`config.mk`:
```
export PLATFORM = sky130hd
export DESIGN_NAME = amp_ram
export DESIGN_NICKNAME = d
export VERILOG_FILES = /design/src/amp_ram.sv
export SDC_FILE = /design/constraint.sdc
export NUM_CORES = 1
export LEC_CHECK = 0
export BUFFER_PORTS_ARGS = -buffer_cell sky130_fd_sc_hd__buf_2
export CAP_MARGIN = 20
export CELL_PAD_IN_SITES_DETAIL_PLACEMENT = 0
export CELL_PAD_IN_SITES_GLOBAL_PLACEMENT = 1
export CORE_AREA = 2 2 126 128
export DETAILED_ROUTE_END_ITERATION = 7
export DIE_AREA = 0 0 128 130
export PLACE_DENSITY = 0.64
export SLEW_MARGIN = 20
export SYNTH_ARGS = -nofsm -noshare
export SYNTH_HDL_FRONTEND = slang
export SYNTH_SLANG_ARGS = --single-unit
```
`constraint.sdc`:
```
create_clock -name clk -period 5.2 [get_ports clk]
set_input_delay 1.04 -clock clk [delete_from_list [all_inputs] [get_ports clk]]
set_output_delay 1.04 -clock clk [all_outputs]
set_load 0.05 [all_outputs]
```
`src/amp_ram.sv`:
```
// Generic single-port-write, single-port-read synchronous RAM with
// registered read data. No dependencies.
module amp_ram #(
	parameter int WIDTH = 8,
	parameter int DEPTH = 16
) (
	input  logic                     clk,
	input  logic                     we,
	input  logic [$clog2(DEPTH)-1:0] waddr,
	input  logic [WIDTH-1:0]         wdata,
	input  logic                     re,
	input  logic [$clog2(DEPTH)-1:0] raddr,
	output logic [WIDTH-1:0]         rdata
);

	logic [WIDTH-1:0] mem [DEPTH];

	// Write port
	always_ff @(posedge clk) begin
		if (we) begin
			mem[waddr] <= wdata;
		end
	end

	// Registered read port; data holds between reads
	always_ff @(posedge clk) begin
		if (re) begin
			rdata <= mem[raddr];
		end
	end

endmodule

```
Yosys cells after proc, flatten, opt, wreduce, memory -nomap -nowiden
Memory sizes are Yosys's and may differ from the RTL's. A register that Yosys moved wholly into a read port is not among the register bits.
Cells that the tools add are included.
{"block": "totals", "inputBits": 19, "register_bits": 0, "output_inout_bits": 8, "mem_count": 1, "ram_bits": 128}
{"memory": "mem", "words": 16, "word_bits": 8, "read_ports": 1, "rd_ports_with_merged_regs": 1, "write_ports": 1, "line": "16", "rtl": "logic [WIDTH-1:0] mem [DEPTH];"}
{"block": "classes", "n_mux": 2}
{"op": "$mux 1", "count": 2}

Longest topological paths before layout
Gate-level depths: netlist (run 1).
{"block": "depth", "depth_word": 2, "ltp_mapped": 5}

Least setup slack after synthesis (run 1)
No wires, ideal clock.
{"block": "synth_path", "path_kind": "input to register", "from": "in waddr[2]", "to": "mem mem[0][0], enable pin", "required_time_ns": 4.817, "n_path_buf": 0, "slack_ns": 2.667, "path_stages": 2, "t_arrival_ns": 2.150, "cell_sequence": "or3b_2 nor3_1"}
{"element": "start, declared", "line": "9", "rtl": "input logic [$clog2(DEPTH)-1:0] waddr,"}
{"element": "end, declared", "line": "16"}
No word-level cell before the write port.

==> metrics.yaml, run 1 <==
status: "completed"
critical_path_class: "in2reg"
routedWlPerCell_um: 21.43
cp_data_arrival_time_ns: 2.54
dr.pass1.iters: 4
num_io_pins: 27
drt_iter0_drc: 216
antenna_left: 0
fin_nets: 286
min_path_type: "reg2reg"
rsz0062_at_grt: "no"
path_max_fanout: 32
dr_total_vias: 2394
post-route-period-util: 0.4578
cts_resized: 0
rows: 46
clockBufferDepth: 2
totalNegativeSetupSlack_ns: 0
die_w_um: 128
post-cts-setup-buffer-count: 0
fin_crit_ns: 2.381
drc: 0
holdPathStages: 3
ir_drop_mv: 0.2307
ys_ff_latch: 136
synth_area_mm2: 0.005228
syn_inst: 229
grt_max_degree: 33
start_util: 0.3389
hold-path-endpoint: "rdata[0]"
startpoint_type: "primary input"
antennaDiodeCount: 0
core_mm2: 0.01542
cp.required_ns: 5.36
drv_cap: 0
grt_antenna_before_repair: 0
fill_cells: 1356
fp.dieH_um: 130
slew_headroom: 0.3396
hold_start: "mem[14][0]"
post_drt_via_cell_ratio: 5.072
timing.final.ws_setup_ns: 2.819
hold_buffers: 0
dpl.hpwl_um: 6047
cts_tree: "yes"
grt_pass1_vias: 2447
finalHoldViolCount: 0
power_w: 0.002525
clkSlewWorstSetupHoldPaths_ns: 0.06
setup_viol: 0
grt.total_usage: 0.1313
dieArea_mm2: 0.01664
clock-sinks: 136
design_area_mm2: 0.006110
htree_levels: 4
max_slew.worst_pin.slew_ns: 0.9869
placed_area_mm2: 0.005539
yosysSeqAreaShare: 0.7812
place.gp.congestion: 0.7262
slew_violations: 0
place_worst_setup_slack_ns: 1.951
p_per_area_mw_per_mm2: 413.2
rrSetupSlack_ns: 3.72
routed_wl_um: 10120
place_inst: 440
cts-buffers-inserted: 17
avgSynthCellArea_um2: 22.83
cts-root-buf: "clkbuf_16"
drive_gt1_frac: 0.2679
syn_nets: 248
r2r_end: "rdata[7]"
globalRouteOverflowTotal: 0
final_cells: 472
ys_warn_count: 0
skew_ns: 0.008054
end_kind: "register"
yosysUniqueCellTypes: 18
grt_pass1_wl_um: 15110
fmax_ghz: 0.4201
power.leakage_nw: 2.011
rr_worst_depth: 3
areaGrowthSynthToFinish_pct: 16.87
reg2reg_from: "mem[3][7]"
clk_latency_ns: 0.41
portBuffers: 26
-- worst max-delay path by stage --
stage                        start   endpoint  slack [ns]
after global routing      raddr[0]   rdata[3]        2.70
after CTS                 raddr[0]   rdata[3]        2.39
after floorplan           waddr[2]  mem[0][0]        2.67
after global placement    raddr[0]   rdata[3]        1.94
final                     raddr[0]   rdata[3]        2.82
after detailed placement  raddr[0]   rdata[3]        1.95
-- cells in the final DEF (no fill, tap or decap) --
master,Yosys,layout
nor3_2,0,1
clkbuf_16,0,17
nor2b_1,1,1
bufinv_16,0,3
clkbuf_1,0,2
mux4_1,14,14
nor2_1,13,13
nand3b_1,2,2
edfxtp_1,136,136
or3b_2,1,1
and2b_1,1,1
clkinv_2,0,6
mux4_2,18,18
nand2_1,9,9
nand3_1,1,1
nand2b_1,2,2
and2_1,1,1
nor3_1,4,3
clkinv_1,0,4
a22oi_1,16,16
buf_2,3,25
buf_4,1,4
-- per-stage QoR --
step                hold WS, ns  utilization
floorplan                0.7048            -
global placement         0.7254       0.3591
detailed placement       0.7343       0.3591
CTS                      0.7469       0.3959
global route             0.7871       0.3961
finish                   0.7442       0.3961
-- critical path, stage by stage --
cell,delay (ns)
buf_4,0.48
mux4_1,0.63
a22oi_1,0.30
nand2_1,0.08
-- cell families (layout without fill, tap and decap cells) --
group / Yosys count / after routing / share of synthesized area
AOI/OAI and AO/OA: 16 / 16 / 0.02298
buffers and inverters: 10 / 61 / 0.01651
DFF: 136 / 136 / 0.7812
muxes: 32 / 32 / 0.1479
and+or+nand+nor: 35 / 35 / 0.03136
-- sequential cells by signal (all words and copies together), names as in the netlist --
name,cells
rdata,8
mem,128
-- metal layers --
| layer | track usage | vias to the layer above | part of all wire |
|---|---|---|---|
| li1 | - | 1057 | - |
| met1 | 0.1784 | 1251 | 0.46 |
| met2 | 0.1991 | 74 | 0.48 |
| met3 | 0.04305 | 12 | 0.050 |
| met4 | 0.04977 | 0 | 0.013 |
| met5 | 0 | - | 0 |
-- Yosys cell counts (all sizes together) --
cell / count / share of area
and2: 1 / 0.0012
nor2: 13 / 0.0093
nand2b: 2 / 0.0024
mux4: 32 / 0.15
or3b: 1 / 0.0017
clkdlybuf4s25: 3 / 0.0057
a22oi: 16 / 0.023
nand2: 9 / 0.0065
and2b: 1 / 0.0014
edfxtp: 136 / 0.78
nor3: 4 / 0.0038
nand3b: 2 / 0.0029
nand3: 1 / 0.00096
buf: 7 / 0.011
nor2b: 1 / 0.0012
-- power breakdown --
group	internal [W]	switching, W
sequential	0.00124	0.00000650
combinational	0.0000432	0.0000804
clock	0.000740	0.000418
total	0.00202	0.000505
-- area by class of cell --
| type | instances | area (um2) | area share |
|---|---|---|---|
| repair buffers | 29 | 155.1 | 0.02539 |
| well taps | 192 | 240.2 | 0.03932 |
| flip-flops and latches | 136 | 4084 | 0.6684 |
| clock buffers | 19 | 432.9 | 0.07086 |
| clock inverters | 13 | 135.1 | 0.02212 |
| multi-input cells | 83 | 1062 | 0.1739 |
Power figures use the tool's default switching activity.
==> inputs of run 2 (changes only) <==
==> constraint.sdc (replaced) <==
create_clock -name clk -period 2.5 [get_ports clk]
set_input_delay 0.5 -clock clk [delete_from_list [all_inputs] [get_ports clk]]
set_output_delay 0.5 -clock clk [all_outputs]
set_load 0.05 [all_outputs]
==> run 2 against run 1 <==
Worst hold slack got worse by 0.28 ns. Non-clock buffer count rose by 19. Total power rose by 110%. Setup slack got worse by 2.0 ns. Routed wire length fell by 1.4%. Critical endpoint is now rdata[1]. Global-route usage rose by 0.083 points. Sequential share of layout area fell by 1.7 points. Register-to-register slack got worse by 2.7 ns. Largest power group unchanged. Final cell count rose by 3.8%. Design area rose by 2.7%. Critical path depth rose by 1. Largest cell class unchanged. Clock-buffer cell count fell by 2.
==> metrics.yaml, run 2 (synthesized netlist as in run 1, its figures left out) <==
htree_levels: 4  # unchanged
holdPathStages: 1  # -2
fin_nets: 305  # +6.6%
slowest_stage: "mux4_1"
grt_antenna_before_repair: 1  # +1
dpl.hpwl_um: 6595  # +9.1%
grt_pass1_wl_um: 15580  # +3.1%
clk_latency_ns: 0.41  # about the same
end_kind: "register"
r2r_end: "rdata[6]"
cts-buffers-inserted: 17  # unchanged
cp.required_ns: 2.65  # -2.71 ns
post-cts-setup-buffer-count: 0  # unchanged
skew_ns: 0.01049  # +0.002433 ns
path_max_fanout: 32  # unchanged
startpoint_type: "primary input"
drt_iter0_drc: 148  # -31%
dr_total_vias: 2407  # +0.54%
critPathMaxStageDelay_ns: 0.58  # -0.05 ns
ir_drop_mv: 0.5660  # +150%
final_cells: 490  # +3.8%
rr_worst_depth: 3  # unchanged
drc: 0  # unchanged
clock-sinks: 136  # unchanged
num_io_pins: 27  # unchanged
hold-path-endpoint: "rdata[3]"
fin_util: 0.4067  # +0.01063
routedWlPerCell_um: 20.37  # -5.0%
clockBufferDepth: 2  # unchanged
min_path_type: "in2reg"
dieArea_mm2: 0.01664  # unchanged
hold_start: "re"
drive_gt1_frac: 0.3154  # +0.04758
slew_headroom: 0.7328  # +0.3932
top_register: "mem"
hold_buffers: 0  # unchanged
critPathTopFamily: "multiplexers"
fmax_ghz: 0.6088
cts_resized: 0  # unchanged
antenna_left: 0  # unchanged
globalRouteOverflowTotal: 0  # unchanged
slew_violations: 0  # unchanged
grt_max_degree: 33  # unchanged
rsz0062_at_grt: "no"
die_w_um: 128  # unchanged
power.leakage_nw: 2.093  # +4.1%
dr.pass1.iters: 4  # unchanged
place_inst: 459  # +4.3%
setup_viol: 0  # unchanged
path_cells: "buf_2, buf_12, mux4_1, a22oi_1, nand2_1"
cts-root-buf: "clkbuf_16"
critical_path_class: "in2reg"
rows: 46  # unchanged
routed_wl_um: 9980  # -1.4%
grt_pass1_vias: 2667  # +9.0%
portBuffers: 26  # unchanged
finalHoldViolCount: 0  # unchanged
crit_buf_inv: 2  # +1
totalNegativeSetupSlack_ns: 0  # unchanged
cts_tree: "yes"
cp_data_arrival_time_ns: 1.79  # -0.75 ns
reg.largest.list: "mem x128, rdata x8"
antennaDiodeCount: 0  # unchanged
p_per_area_mw_per_mm2: 841.9  # +100%
drv_cap: 0  # unchanged
start_util: 0.3389  # unchanged
fill_cells: 1363  # +0.52%
fp.dieH_um: 130  # unchanged
largest_register_ffs: 128  # unchanged
areaGrowthSynthToFinish_pct: 20.01
status: "completed"
reg2reg_from: "mem[11][6]"
layout_common_cells: "edfxtp_1, buf_2, buf_4, mux4_2, clkbuf_16"
core_mm2: 0.01542  # unchanged
max_slew.worst_pin.slew_ns: 0.4007  # -0.5862 ns
place.gp.congestion: 0.7064  # -2.7%
post-route-period-util: 0.6571
rrSetupSlack_ns: 1.04  # -2.68 ns
fin_crit_ns: 1.643
clkSlewWorstSetupHoldPaths_ns: 0.06  # about the same
post_drt_via_cell_ratio: 4.912  # -3.2%
final_common_cell: "edfxtp_1"
grt.total_usage: 0.1322  # +0.0008271
run 2: cell count changes in the layout (fill, tap and decap cells not counted), sizes merged:
cell      change
buf          +19
clkinvlp      +6
clkinv        -5
clkbuf        -2
run 2: final cells by class:
cell class | count | area (um2) | area share
tap | 192 | 240.2 | 0.03829
clock buffer | 17 | 425.4 | 0.06781
multi-input combinational | 83 | 1057 | 0.1685
clock inverter | 14 | 158.9 | 0.02533
sequential | 136 | 4084 | 0.6510
timing repair buffer | 48 | 307.8 | 0.04906
run 2: power by group:
part,internal (W),switching [W],total (W)
sequential,0.00257,0.0000158,0.00259
clock,0.00155,0.000884,0.00243
combinational,0.000101,0.000165,0.000266
total,0.00422,0.00106,0.00528
run 2: layer usage:
layer / up-vias / part of all wire / GRT usage
met3: 15 / 0.050 / 0.03403
met2: 66 / 0.50 / 0.2142
met1: 1228 / 0.44 / 0.1740
met5: - / 0.00080 / 0
li1: 1096 / - / -
met4: 2 / 0.012 / 0.04913
run 2: worst max path at each step:
stage               startpoint   endpoint  slack [ns]  cells after the start
floorplan             waddr[2]  mem[0][0]        0.51                      2
CTS                   raddr[0]   rdata[1]        0.84                      5
finish                raddr[0]   rdata[1]        0.86                      5
global route          raddr[0]   rdata[4]        0.80                      5
global placement      raddr[0]   rdata[1]        0.40                      5
detailed placement    raddr[0]   rdata[1]        0.40                      5
run 2: through the flow:
step	hold WS, ns	total power (W)	worst slack [ns]	area, um2
global route	0.4706	0.005462	0.8022	6274
finish	0.4647	0.005282	0.8573	6274
global placement	0.7244	0.002901	0.4017	5689
CTS	0.4589	0.005349	0.8353	6274
floorplan	0.5989	0.002796	0.5071	5228
detailed placement	0.7396	0.002907	0.3987	5689
